File: src/hdl/stereo_mean_level_bar_meter_defines.svh
`ifndef STEREO_MEAN_LEVEL_BAR_METER_DEFINES_SVH
`define STEREO_MEAN_LEVEL_BAR_METER_DEFINES_SVH

// same-cycle implication, sampled on clk, off while rst_n is low
`define SMLB_ASSERT_NOW(label, ante, cons, msg) \
  label: assert property (@(posedge clk) disable iff (!rst_n) (ante) |-> (cons)) \
    else $error(msg);

// next-cycle implication, sampled on clk, off while rst_n is low
`define SMLB_ASSERT_NEXT(label, ante, cons, msg) \
  label: assert property (@(posedge clk) disable iff (!rst_n) (ante) |=> (cons)) \
    else $error(msg);

`endif

File: src/hdl/smlb_pkg.sv
`timescale 1ns / 1ps
package smlb_pkg;

  localparam int COUNT_WIDTH = 16;
  localparam int MAG_W       = 26;
  localparam int SUM_W       = COUNT_WIDTH + MAG_W;
  localparam int STEP_W      = $clog2(SUM_W);
  localparam int SHIFT_BITS  = 6;
  localparam int NUM_SEG     = 11;
  localparam int BAR_W       = 4;
  localparam int WORD_W      = 32;
  localparam int IN_TDATA_W  = 72;
  localparam int OUT_TDATA_W = 64;
  localparam int QUEUE_DEPTH = 2;
  localparam int QPTR_W      = $clog2(QUEUE_DEPTH);
  localparam int QCNT_W      = $clog2(QUEUE_DEPTH + 1);

  localparam logic KIND_FRAME = 1'b0;
  localparam logic KIND_TICK  = 1'b1;
  localparam logic HALF_FIRST = 1'b0;

  typedef logic [COUNT_WIDTH-1:0] count_t;
  typedef logic [SUM_W-1:0]       sum_t;
  typedef logic [MAG_W-1:0]       mag_t;
  typedef logic [BAR_W-1:0]       bar_t;

  localparam mag_t SEG_THRESH [NUM_SEG] = '{
    mag_t'(734000),  mag_t'(2350000), mag_t'(3350000), mag_t'(4250000),
    mag_t'(5250000), mag_t'(6000000), mag_t'(6800000), mag_t'(7500000),
    mag_t'(8500000), mag_t'(9500000), mag_t'(10800000)
  };

  // classified item handed from front to back
  typedef struct packed {
    logic kind;
    logic half;
    logic active;
    mag_t left_mag;
    mag_t right_mag;
  } qitem_t;

  // |word >>> 6|, at most 2^25
  function automatic mag_t shifted_mag(input logic [WORD_W-1:0] word);
    logic signed [WORD_W-1:0] sh;
    logic [WORD_W-1:0]        neg;
    sh  = $signed(word) >>> SHIFT_BITS;
    neg = WORD_W'(-sh);
    return sh[WORD_W-1] ? neg[MAG_W-1:0] : sh[MAG_W-1:0];
  endfunction

  // thermometer segment count
  function automatic bar_t bar_of(input mag_t mean);
    bar_t n;
    n = '0;
    for (int i = 0; i < NUM_SEG; i++) begin
      if (mean >= SEG_THRESH[i]) begin
        n = n + bar_t'(1);
      end
    end
    return n;
  endfunction

endpackage

File: src/hdl/smlb_front.sv
`timescale 1ns / 1ps
module smlb_front (
  input  logic                                in_tvalid,
  output logic                                in_tready,
  input  logic [smlb_pkg::IN_TDATA_W-1:0]     in_tdata,
  input  logic                                in_tuser,
  input  logic                                q_full,
  output logic                                q_push,
  output smlb_pkg::qitem_t                    q_item
);

  smlb_pkg::mag_t lmag;
  smlb_pkg::mag_t rmag;

  always_comb begin
    lmag = smlb_pkg::shifted_mag(in_tdata[smlb_pkg::WORD_W-1:0]);
    rmag = smlb_pkg::shifted_mag(in_tdata[2*smlb_pkg::WORD_W-1:smlb_pkg::WORD_W]);
  end

  assign in_tready = !q_full;
  assign q_push    = in_tvalid && !q_full;

  always_comb begin
    q_item.kind      = in_tuser;
    q_item.half      = in_tdata[2*smlb_pkg::WORD_W];
    q_item.active    = (lmag != '0) || (rmag != '0);
    q_item.left_mag  = lmag;
    q_item.right_mag = rmag;
  end

endmodule

File: src/hdl/smlb_queue.sv
`timescale 1ns / 1ps
module smlb_queue (
  input  logic             clk,
  input  logic             rst_n,
  input  logic             push,
  input  smlb_pkg::qitem_t push_item,
  output logic             full,
  input  logic             pop,
  output logic             q_valid,
  output smlb_pkg::qitem_t q_item
);

  smlb_pkg::qitem_t                 mem_r [smlb_pkg::QUEUE_DEPTH];
  logic [smlb_pkg::QPTR_W-1:0]      wr_ptr_r, wr_ptr_nxt;
  logic [smlb_pkg::QPTR_W-1:0]      rd_ptr_r, rd_ptr_nxt;
  logic [smlb_pkg::QCNT_W-1:0]      cnt_r, cnt_nxt;
  logic                             do_pop;

  assign full    = (cnt_r == smlb_pkg::QCNT_W'(smlb_pkg::QUEUE_DEPTH));
  assign q_valid = (cnt_r != '0);
  assign q_item  = mem_r[rd_ptr_r];
  assign do_pop  = pop && q_valid;

  always_comb begin
    wr_ptr_nxt = wr_ptr_r;
    rd_ptr_nxt = rd_ptr_r;
    cnt_nxt    = cnt_r;
    if (push) begin
      wr_ptr_nxt = (wr_ptr_r == smlb_pkg::QPTR_W'(smlb_pkg::QUEUE_DEPTH - 1)) ?
                   '0 : wr_ptr_r + smlb_pkg::QPTR_W'(1);
    end
    if (do_pop) begin
      rd_ptr_nxt = (rd_ptr_r == smlb_pkg::QPTR_W'(smlb_pkg::QUEUE_DEPTH - 1)) ?
                   '0 : rd_ptr_r + smlb_pkg::QPTR_W'(1);
    end
    unique if (push && !do_pop) begin
      cnt_nxt = cnt_r + smlb_pkg::QCNT_W'(1);
    end else if (do_pop && !push) begin
      cnt_nxt = cnt_r - smlb_pkg::QCNT_W'(1);
    end else begin
      cnt_nxt = cnt_r;
    end
  end

  always_ff @(posedge clk) begin
    if (!rst_n) begin
      wr_ptr_r <= '0;
      rd_ptr_r <= '0;
      cnt_r    <= '0;
    end else begin
      wr_ptr_r <= wr_ptr_nxt;
      rd_ptr_r <= rd_ptr_nxt;
      cnt_r    <= cnt_nxt;
    end
  end

  always_ff @(posedge clk) begin
    if (push) begin
      mem_r[wr_ptr_r] <= push_item;
    end
  end

endmodule

File: src/hdl/smlb_back.sv
`timescale 1ns / 1ps
`include "stereo_mean_level_bar_meter_defines.svh"
module smlb_back (
  input  logic                  clk,
  input  logic                  rst_n,
  input  logic                  q_valid,
  input  smlb_pkg::qitem_t      q_item,
  output logic                  q_pop,
  output logic                  out_valid,
  input  logic                  out_ready,
  output logic                  out_report,
  output smlb_pkg::mag_t        out_lmean,
  output smlb_pkg::mag_t        out_rmean,
  output smlb_pkg::bar_t        out_bar,
  output logic                  out_led
);

  typedef enum logic [2:0] {
    ST_IDLE = 3'b001,
    ST_DIV  = 3'b010,
    ST_FIN  = 3'b100
  } state_t;

  localparam int CW = smlb_pkg::COUNT_WIDTH;
  localparam int SW = smlb_pkg::SUM_W;

  state_t                        state_r, state_nxt;
  smlb_pkg::sum_t                lsum_r, lsum_nxt;
  smlb_pkg::sum_t                rsum_r, rsum_nxt;
  smlb_pkg::count_t              cnt_r, cnt_nxt;
  logic                          act_r, act_nxt;

  // divider: dividend shifts out the top while quotient bits shift in
  smlb_pkg::sum_t                lq_r, lq_nxt;
  smlb_pkg::sum_t                rq_r, rq_nxt;
  smlb_pkg::count_t              lrem_r, lrem_nxt;
  smlb_pkg::count_t              rrem_r, rrem_nxt;
  smlb_pkg::count_t              dvs_r, dvs_nxt;
  logic [smlb_pkg::STEP_W-1:0]   step_r, step_nxt;

  logic                          oval_r, oval_nxt;
  logic                          orep_r, orep_nxt;
  smlb_pkg::mag_t                olm_r, olm_nxt;
  smlb_pkg::mag_t                orm_r, orm_nxt;
  smlb_pkg::bar_t                obar_r, obar_nxt;
  logic                          oled_r, oled_nxt;

  logic                          slot_free;
  logic [CW:0]                   ltrial, rtrial;
  logic                          lge, rge;
  smlb_pkg::count_t              lrem_step, rrem_step;

  always_comb begin
    ltrial    = {lrem_r, lq_r[SW-1]};
    rtrial    = {rrem_r, rq_r[SW-1]};
    lge       = ltrial >= {1'b0, dvs_r};
    rge       = rtrial >= {1'b0, dvs_r};
    lrem_step = lge ? CW'(ltrial - {1'b0, dvs_r}) : ltrial[CW-1:0];
    rrem_step = rge ? CW'(rtrial - {1'b0, dvs_r}) : rtrial[CW-1:0];
  end

  assign slot_free = !oval_r || out_ready;

  always_comb begin
    state_nxt = state_r;
    lsum_nxt  = lsum_r;
    rsum_nxt  = rsum_r;
    cnt_nxt   = cnt_r;
    act_nxt   = act_r;
    lq_nxt    = lq_r;
    rq_nxt    = rq_r;
    lrem_nxt  = lrem_r;
    rrem_nxt  = rrem_r;
    dvs_nxt   = dvs_r;
    step_nxt  = step_r;
    oval_nxt  = oval_r && !out_ready;
    orep_nxt  = orep_r;
    olm_nxt   = olm_r;
    orm_nxt   = orm_r;
    obar_nxt  = obar_r;
    oled_nxt  = oled_r;
    q_pop     = 1'b0;

    unique case (state_r)
      ST_IDLE: begin
        if (q_valid && slot_free) begin
          q_pop = 1'b1;
          if (q_item.kind == smlb_pkg::KIND_FRAME) begin
            // a full counter drops the frame from the sums, count and activity flag; a frame result beat is still sent
            if (cnt_r != '1) begin
              lsum_nxt = lsum_r + SW'(q_item.left_mag);
              rsum_nxt = rsum_r + SW'(q_item.right_mag);
              cnt_nxt  = cnt_r + CW'(1);
              if (q_item.active) begin
                act_nxt = (q_item.half == smlb_pkg::HALF_FIRST);
              end
            end
            oval_nxt = 1'b1;
            orep_nxt = 1'b0;
            olm_nxt  = '0;
            orm_nxt  = '0;
            obar_nxt = '0;
            oled_nxt = act_nxt;
          end else begin
            lsum_nxt = '0;
            rsum_nxt = '0;
            cnt_nxt  = '0;
            if (cnt_r == '0) begin
              oval_nxt = 1'b1;
              orep_nxt = 1'b1;
              olm_nxt  = '0;
              orm_nxt  = '0;
              obar_nxt = '0;
              oled_nxt = act_r;
            end else begin
              lq_nxt    = lsum_r;
              rq_nxt    = rsum_r;
              lrem_nxt  = '0;
              rrem_nxt  = '0;
              dvs_nxt   = cnt_r;
              step_nxt  = '0;
              state_nxt = ST_DIV;
            end
          end
        end
      end
      ST_DIV: begin
        lrem_nxt = lrem_step;
        rrem_nxt = rrem_step;
        lq_nxt   = {lq_r[SW-2:0], lge};
        rq_nxt   = {rq_r[SW-2:0], rge};
        step_nxt = step_r + smlb_pkg::STEP_W'(1);
        if (step_r == smlb_pkg::STEP_W'(SW - 1)) begin
          state_nxt = ST_FIN;
        end
      end
      ST_FIN: begin
        if (slot_free) begin
          oval_nxt  = 1'b1;
          orep_nxt  = 1'b1;
          olm_nxt   = lq_r[smlb_pkg::MAG_W-1:0];
          orm_nxt   = rq_r[smlb_pkg::MAG_W-1:0];
          obar_nxt  = smlb_pkg::bar_of(lq_r[smlb_pkg::MAG_W-1:0]);
          oled_nxt  = act_r;
          state_nxt = ST_IDLE;
        end
      end
      default: begin
        state_nxt = ST_IDLE;
      end
    endcase
  end

  always_ff @(posedge clk) begin
    if (!rst_n) begin
      state_r <= ST_IDLE;
      lsum_r  <= '0;
      rsum_r  <= '0;
      cnt_r   <= '0;
      act_r   <= 1'b0;
      step_r  <= '0;
      oval_r  <= 1'b0;
    end else begin
      state_r <= state_nxt;
      lsum_r  <= lsum_nxt;
      rsum_r  <= rsum_nxt;
      cnt_r   <= cnt_nxt;
      act_r   <= act_nxt;
      step_r  <= step_nxt;
      oval_r  <= oval_nxt;
    end
  end

  always_ff @(posedge clk) begin
    lq_r   <= lq_nxt;
    rq_r   <= rq_nxt;
    lrem_r <= lrem_nxt;
    rrem_r <= rrem_nxt;
    dvs_r  <= dvs_nxt;
    orep_r <= orep_nxt;
    olm_r  <= olm_nxt;
    orm_r  <= orm_nxt;
    obar_r <= obar_nxt;
    oled_r <= oled_nxt;
  end

  assign out_valid  = oval_r;
  assign out_report = orep_r;
  assign out_lmean  = olm_r;
  assign out_rmean  = orm_r;
  assign out_bar    = obar_r;
  assign out_led    = oled_r;

  `SMLB_ASSERT_NOW(a_no_pop_busy, state_r != ST_IDLE, !q_pop, "queue popped while dividing")
  `SMLB_ASSERT_NEXT(a_tick_clears, q_pop && q_item.kind == smlb_pkg::KIND_TICK, cnt_r == '0 && lsum_r == '0 && rsum_r == '0, "tick left state uncleared")
  `SMLB_ASSERT_NEXT(a_cnt_sat, cnt_r == '1, cnt_r == '1 || cnt_r == '0, "frame count wrapped")
  `SMLB_ASSERT_NOW(a_frame_zero, oval_r && !orep_r, olm_r == '0 && orm_r == '0 && obar_r == '0, "frame result carries level")

endmodule

File: src/hdl/stereo_mean_level_bar_meter.sv
`timescale 1ns / 1ps
// channel  | dir | beat contents (tdata low bit up)                      | tuser
// in_      | in  | left_word[31:0], right_word[31:0], frame_half, pad 7  | kind
// out_     | out | left_mean[25:0], right_mean[25:0], bar_level[3:0],    | report_valid
//          |     |   activity_led, pad 7                                  |
// a sample frame beat is popped only when the output slot is free, its result registered as it is popped
// a report tick with frames counted is loaded, runs 42 steps of the one-bit restoring
//   divider (sum width), then finishes once the output slot is free; a tick with no frames answers at once
// reset clears the two-entry queue, sums, frame count, activity flag and output valid
// the queue keeps taking input beats, until both entries are full, while the back end divides or out_tready is low
module stereo_mean_level_bar_meter (
  input  logic                                clk,
  input  logic                                rst_n,
  input  logic                                in_tvalid,
  output logic                                in_tready,
  input  logic [smlb_pkg::IN_TDATA_W-1:0]     in_tdata,  // left_word, right_word, frame_half
  input  logic                                in_tuser,  // kind
  output logic                                out_tvalid,
  input  logic                                out_tready,
  output logic [smlb_pkg::OUT_TDATA_W-1:0]    out_tdata, // left_mean, right_mean, bar_level,
                                                         // activity_led
  output logic                                out_tuser  // report_valid
);

  localparam int PAD_W = smlb_pkg::OUT_TDATA_W - 2 * smlb_pkg::MAG_W - smlb_pkg::BAR_W - 1;

  smlb_pkg::qitem_t push_item;
  smlb_pkg::qitem_t q_item;
  logic             q_full;
  logic             q_push;
  logic             q_valid;
  logic             q_pop;
  smlb_pkg::mag_t   lmean;
  smlb_pkg::mag_t   rmean;
  smlb_pkg::bar_t   bar;
  logic             led;

  smlb_front u_front (
    .in_tvalid (in_tvalid),
    .in_tready (in_tready),
    .in_tdata  (in_tdata),
    .in_tuser  (in_tuser),
    .q_full    (q_full),
    .q_push    (q_push),
    .q_item    (push_item)
  );

  smlb_queue u_queue (
    .clk       (clk),
    .rst_n     (rst_n),
    .push      (q_push),
    .push_item (push_item),
    .full      (q_full),
    .pop       (q_pop),
    .q_valid   (q_valid),
    .q_item    (q_item)
  );

  smlb_back u_back (
    .clk        (clk),
    .rst_n      (rst_n),
    .q_valid    (q_valid),
    .q_item     (q_item),
    .q_pop      (q_pop),
    .out_valid  (out_tvalid),
    .out_ready  (out_tready),
    .out_report (out_tuser),
    .out_lmean  (lmean),
    .out_rmean  (rmean),
    .out_bar    (bar),
    .out_led    (led)
  );

  assign out_tdata = {{PAD_W{1'b0}}, led, bar, rmean, lmean};

endmodule

File: config.mk
export PLATFORM = sky130hd
export DESIGN_NAME = stereo_mean_level_bar_meter
export DESIGN_NICKNAME = d
export VERILOG_FILES = /design/src/hdl/smlb_pkg.sv /design/src/hdl/smlb_front.sv /design/src/hdl/smlb_queue.sv /design/src/hdl/smlb_back.sv /design/src/hdl/stereo_mean_level_bar_meter.sv
export VERILOG_INCLUDE_DIRS = /design/src /design/src/hdl
export SDC_FILE = /design/constraint.sdc
export NUM_CORES = 1
export LEC_CHECK = 0
export BUFFER_PORTS_ARGS = -buffer_cell sky130_fd_sc_hd__buf_2
export CAP_MARGIN = 10
export CORE_AREA = 2 2 217 219
export DETAILED_ROUTE_END_ITERATION = 12
export DIE_AREA = 0 0 219 221
export GPL_ROUTABILITY_DRIVEN = 0
export PLACE_DENSITY = 0.76
export SLEW_MARGIN = 20
export SYNTH_ARGS = -nofsm -noshare
export SYNTH_HDL_FRONTEND = slang
export SYNTH_HIERARCHICAL = 1
export SYNTH_SLANG_ARGS = --single-unit
File: constraint.sdc
create_clock -name clk -period 7.51 [get_ports clk]
set_input_delay 0.751 -clock clk [delete_from_list [all_inputs] [get_ports clk]]
set_output_delay 0.751 -clock clk [all_outputs]
set_load 0.01 [all_outputs]
## Word level (Yosys, flattened, before mapping)

Memories as Yosys holds them, arrays and structs flattened. A register that Yosys moved wholly into a read port is not among the register bits.
Cells that the tools add are included.

| storage, ports and cells | value |
|---|---|
| word-level logic and storage cells | 201 |
| bits of input ports | 77 |
| flip-flop bits (word level) | 305 |
| memories | 1 |
| memory bits (writable) | 110 |
| output and inout bits | 67 |

Memories:

| name | depth | bits a word | rd ports | clocked after Yosys merged registers in | write ports | line | text |
|---|---|---|---|---|---|---|---|
| u_queue.mem_r | 2 | 55 | 1 | 1 | 1 | smlb_queue.sv:13 | `smlb_pkg::qitem_t mem_r [smlb_pkg::QUEUE_DEPTH];` |

| cells by class | value |
|---|---|
| order comparisons | 13 |
| eq/ne operators | 12 |
| bitwise gates (word level) | 3 |
| reductions and logical operators | 27 |
| multiplexer cells | 103 |
| add/subtract/negate cells | 22 |

Operators by type and width:

| cell | number |
|---|---|
| 42-bit two-way mux | 10 |
| 26-bit two-way mux | 7 |
| 42-bit one-hot mux with 2 select lines | 2 |
| 4-bit two-way mux | 34 |
| 26-bit by 23-bit >= comparator with 1-bit output (second input constant) | 5 |
| 16-bit two-way mux | 7 |
| 26-bit one-hot mux with 2 select lines | 2 |
| 42-bit by 26-bit adder with 42-bit output | 2 |
| 26-bit by 24-bit >= comparator with 1-bit output (second input constant) | 3 |
| 16-bit one-hot mux with 2 select lines | 2 |
| 26-bit by 22-bit >= comparator with 1-bit output (second input constant) | 2 |
| 26-bit negation | 2 |
| 26-bit nonzero test | 2 |
| 4-bit by 1-bit adder with 4-bit output (second input constant) | 10 |
| 17-bit by 16-bit >= comparator with 1-bit output | 2 |
| 16-bit subtractor | 2 |
| 26-bit by 20-bit >= comparator with 1-bit output (second input constant) | 1 |
| 1-bit two-way mux | 23 |
| 6-bit two-way mux | 3 |
| 16-bit by 1-bit adder with 16-bit output (second input constant) | 1 |
| 16-bit logical NOT | 1 |
| 16-bit inequality test (second input constant) | 1 |
| 3-bit two-way mux | 5 |
| 6-bit one-hot mux with 2 select lines | 1 |
| 24 further kinds | 50 |

## Logic depth before layout (Yosys ltp)

| depth | value |
|---|---|
| depth in word-level cells | 44 |
| depth in mapped cells | 32 |
| gate-level depth less buffers | 31 |

## By module

Netlist, hierarchy kept.

Modules (own cells, without submodules):

| module | seq. area each (µm²) | cells each | area each (µm²) | times used |
|---|---|---|---|---|
| smlb_back | 7,927.6 | 1,868 | 17,302.8 | 1 |
| smlb_queue | 3,403.3 | 193 | 4,185.3 | 1 |
| smlb_front | 0.0 | 232 | 1,664.1 | 1 |
| stereo_mean_level_bar_meter | 0.0 | 9 | 63.8 | 1 |

## Least setup slack after synthesis

OpenSTA, ideal clock, no wires.

| timing path | value |
|---|---|
| path kind | input to register |
| start point | input port out_tready |
| end point | register u_back/step_r[5] (netlist bit) |
| setup slack | 883 ps |
| arrival time | 6,508 ps |
| buffers on the path | 2 |
| stages | 10 |
| data required time | 7,392 ps |
| library setup time | 118 ps |
| cells stage by stage | nor2b_1 > nor4_1 > and3_1 > clkbuf_1 > or2_2 > clkbuf_1 > and4_1 > nand3_1 > xor2_1 > nor2_1 |

| on the way | value |
|---|---|
| word-level cells in the longest chain between the ends | 4 |

Ends and longest elaborated chain:

| item | line | text |
|---|---|---|
| start: declaration | stereo_mean_level_bar_meter.sv:19 | `input logic out_tready,` |
| 1-bit logical OR | smlb_back.sv:62 | `assign slot_free = !oval_r \|\| out_ready;` |
| 1-bit logical AND | smlb_back.sv:86 | `if (q_valid && slot_free) begin` |
| 2-bit by 1-bit inequality test with 1-bit output (no source line) | -- |  |
| 4-bit AND reduction (no source line) | -- |  |
| end signal: assignment | smlb_back.sv:169 | `step_r <= step_nxt;` |
| end: declaration | smlb_back.sv:39 | `logic [smlb_pkg::STEP_W-1:0] step_r, step_nxt;` |

No other way between the ends.
A chain may end at the register's enable or synchronous reset.

## Worst setup path after layout

| timing path | value |
|---|---|
| start point | register u_back.lq_r[17] |
| end point | register u_back.obar_r[3] (netlist: u_back/out_bar[3]), data pin |

| on the way | value |
|---|---|
| word-level cells in the longest chain between the ends | 44 |

Ends and longest elaborated chain:

| item | line | text |
|---|---|---|
| start: declaration | smlb_back.sv:34 | `smlb_pkg::sum_t lq_r, lq_nxt;` |
| start signal: assignment | smlb_back.sv:175 | `lq_r <= lq_nxt;` |
| 26-bit by 20-bit >= comparator with 1-bit output | smlb_pkg.sv:56 | `if (mean >= SEG_THRESH[i]) begin` |
| 1-bit two-way mux | smlb_pkg.sv:56 |  |
| 4-bit two-way mux | smlb_back.sv:138 | `if (slot_free) begin` |
| 4-bit two-way mux | smlb_back.sv:84 | `unique case (state_r)` |
| 4-bit by 1-bit adder with 4-bit output | smlb_pkg.sv:57 | `n = n + bar_t'(1);` |
| 4-bit two-way mux | smlb_pkg.sv:56 |  |
| 4-bit two-way mux | smlb_back.sv:138 |  |
| 4-bit two-way mux | smlb_back.sv:84 |  |
| [... 28 more ...] | -- |  |
| 4-bit by 1-bit adder with 4-bit output | smlb_pkg.sv:57 |  |
| 4-bit two-way mux | smlb_pkg.sv:56 |  |
| 4-bit two-way mux | smlb_back.sv:138 |  |
| 4-bit two-way mux | smlb_back.sv:84 |  |
| 4-bit by 1-bit adder with 4-bit output | smlb_pkg.sv:57 |  |
| 4-bit two-way mux * | smlb_pkg.sv:56 |  |
| 4-bit two-way mux * | smlb_back.sv:138 |  |
| 4-bit one-hot mux with 2 select lines * | smlb_back.sv:84 |  |
| end signal: assignment | smlb_back.sv:183 | `obar_r <= obar_nxt;` |
| end: declaration | smlb_back.sv:45 | `smlb_pkg::bar_t obar_r, obar_nxt;` |

Every way passes the cells marked *; elsewhere a longest branch is shown, timed or not. The select of a mux whose other input is x is not followed.

==> run_results.csv <==
group,metric,value,unit
die,core_area,46100,um2
drt,finalWirelength,53.6,mm
worst_setup_path,worstSetupEndpointType,"flip-flop",
finish,nNetsFinal,2559,
worst_setup_path,worst-path-max-fanout,11,
sta,setup_viol,0,
finish,area_growth,10.8,%
sta,relSlewSlack,27.1,%
place,portBuffers,117,
die,pin_count,144,
drt,firstDrtPassIters,5,
grt,grt_pass1_vias,16600,
worst_setup_path,path_common_cell,"nand2_1",
run_status,status,"finished clean",
sta,finalHoldViolCount,0,
logic_synthesis,syn_inst,2302,
drt,via_per_inst,5.81,
worst_setup_path,worstPathArrival,7170,ps
die,die_w,219,um
drt,avgRoutedWirePerCell,17.8,um
logic_synthesis,syn_avg_cell_area,10.1,um2
die,start_util,50.4,%
finish,drive_gt1_share,13.0,%
cts,cts.sinks,416,
cts,ctsResizeCount,0,
logic_synthesis,yosys.area_share.simple,19.3,%
worst_setup_path,crit_type,"flip-flop to flip-flop",
worst_setup_path,cp-start-kind,"flip-flop",
logic_synthesis,synth-async-reset-ratio,0,%
sta,setup_tns,0,ps
logic_synthesis,synth_top_family_by_area,"simple AND/OR/NAND/NOR gates",
cts,post_cts_buffers,0,
sta,worst_pin_slew,1090,ps
cts,cts_root_buf,"clkbuf_16",
power,total_power,8.60,mW
cts,hold_buffers,0,
logic_synthesis,synth_xor_area_share,6.39,%
die,die-area,48400,um2
finish,final_cell_mix,"362 x nand2_1, 300 x edfxtp_1, 197 x nor2_1",
sta,period_share,90.0,%
worst_setup_path,slowest_stage,"or4b_1",
power,p_leak,10.2,nW
worst_setup_path,cp_top_family,"simple AND/OR/NAND/NOR gates",
drt,drtIter0Drc,1591,
cts,cts_max_path_buffers,3,
cts,cts_max_level,2,
worst_setup_path,slowest_delay,590,ps
place,detailed_place_hpwl,37.8,mm
sta,slew_viol_final,0,
logic_synthesis,muxShareOfSynthArea,4.08,%
die,placementRows,79,
worst_setup_path,timing.critical_path.buf_inv,1,
logic_synthesis,synth_cell_types,95,
grt,grt_pass1_wl,86.8,mm
grt,antenna_found_initial,1,
logic_synthesis,synth-compound-area-share,12.1,%
power,power_density,334,nW/um2
worst_setup_path,critPathRequiredTime,7920,ps
logic_synthesis,synth_seq_cells,416,
drt,drc_errors,0,
sta,fmax,148,MHz
finish,diodes,0,
grt,grt.overflow.total,0,
cts,cts_buffers,42,
sta,rsz0062_at_grt,"no",
power,vdd_drop_max,279,uV
logic_synthesis,synthAdderAreaFrac,5.90,%
logic_synthesis,syn_area,23200,um2
logic_synthesis,yosysWarnings,6,
sta,worst_clock_skew,32.2,ps
logic_synthesis,synth_edf_count,300,
logic_synthesis,ys.flop_type,"edfxtp_1",
grt,grt_max_degree,93,
cts,clk_pin_slew,60,ps
cts,cts_tree,"yes",
sta,min_period,6760,ps
finish,nFillCells,3887,
drt,ant_nets,0,
cts,clk_latency,580,ps
finish,layout_commonest_cell,"nand2_1",
grt,grt_usage,22.1,%
die,die_y,221,um
drt,num_vias,17500,
worst_hold_path,hold_path_class,"primary input to flip-flop",
logic_synthesis,synth-seq-area-share,48.8,%
flow_run,drv_cap,0,
cell usage after synthesis, types with 36 or more instances:
| master | n | share of area (%) |
|---|---|---|
| nand2_1 | 362 | 5.9 |
| edfxtp_1 | 300 | 39 |
| nor2_1 | 199 | 3.2 |
| xnor2_1 | 119 | 4.5 |
| dfxtp_1 | 116 | 10 |
| ha_1 | 103 | 5.6 |
| o21ai_0 | 87 | 1.9 |
| a21oi_1 | 84 | 1.8 |
| clkbuf_1 | 75 | 1.2 |
| inv_1 | 75 | 1.2 |
| and3_1 | 73 | 2.0 |
| mux2_2 | 59 | 2.9 |
| xor2_1 | 40 | 1.5 |
| nor3_1 | 37 | 0.80 |
| a21o_1 | 36 | 1.2 |
state kept, by name (all words and copies together) (netlist names), 2 cells and up, named ones only:
signal and cells:
u_back/rsum_r 42, u_back/rrem_r 16, u_queue/cnt_r 2, u_back/state_r 3, u_back/lsum_r 42, u_back/out_rmean 26, u_back/lrem_r 16, u_back/rq_r 42
u_back/cnt_r 16, u_back/dvs_r 16, u_back/out_bar 4, u_back/step_r 6, u_queue/mem_r 110, u_back/out_lmean 26, u_back/lq_r 42
stage by stage:
step | hold WS, ps | setup slack [ps] | cell area, um2 | std cells | util [%]
2_1_floorplan | 446 | 883 | 23200 | 2308 | -
3_3_place_gp | 458 | 1150 | 24300 | 2938 | 52.7
3_5_place_dp | 478 | 886 | 24300 | 2938 | 52.7
4_1_cts | 342 | 840 | 25700 | 3016 | 55.8
5_1_grt | 362 | 226 | 25700 | 3016 | 55.8
6_report | 374 | 749 | 25700 | 3016 | 55.8
cell families (layout without fill, tap and decap cells):
group | after synthesis | after routing
XOR/XNOR | 163 | 163
AND/OR/NAND/NOR | 930 | 930
adder cells (fa/ha/maj) | 107 | 107
multiplexers | 87 | 87
buffers and inverters | 186 | 287
other | 1 | 7
flip-flops | 416 | 416
AO/OA/AOI/OAI | 412 | 412
final timing paths:
check               startpoint                    to  slack, ps  cells after the start
min                   in_tuser  u_queue/mem_r[1][54]        370                      1
max reg2reg    u_back/lq_r[17]     u_back/out_bar[3]        750                     29
min reg2reg  u_back/rsum_r[23]     u_back/rsum_r[23]        490                      2
max            u_back/lq_r[17]     u_back/out_bar[3]        750                     29
worst register-to-register path: cells and delay by family, from the launching register on:
| kind | cells | cell delay, ps |
|---|---|---|
| adder cells (fa/ha/maj) | 5 | 1320 |
| buffers and inverters | 1 | 140 |
| AO/OA/AOI/OAI | 6 | 1450 |
| AND/OR/NAND/NOR | 12 | 2300 |
| XOR/XNOR | 5 | 860 |
| flip-flops | 1 | 550 |
layer usage:
metal,GRT usage (%),up-vias,share of wire (%)
met4,7.28,2,2.6
met5,0,-,0.024
met1,31.9,8350,45
li1,-,8451,-
met2,34.5,634,45
met3,2.74,92,6.6
report_power, final:
group          internal (mW)  leakage, nW  switching (mW)
Combinational           1.24         5.74            1.89
Sequential              3.01         3.78           0.271
Clock                   1.30        0.705           0.883
Total                   5.56         10.2            3.04
area by class of cell:
type	instances	area [um2]	area share, %
Sequential cell	416	11300	44.1
Multi-Input combinational cell	1706	11200	43.5
Clock buffer	63	1250	4.88
Tap cell	607	759	2.95
Timing Repair Buffer	132	698	2.72
Inverter	77	289	1.12
Clock inverter	15	208	0.808
No activity file was read; power rests on OpenSTA's default activity.
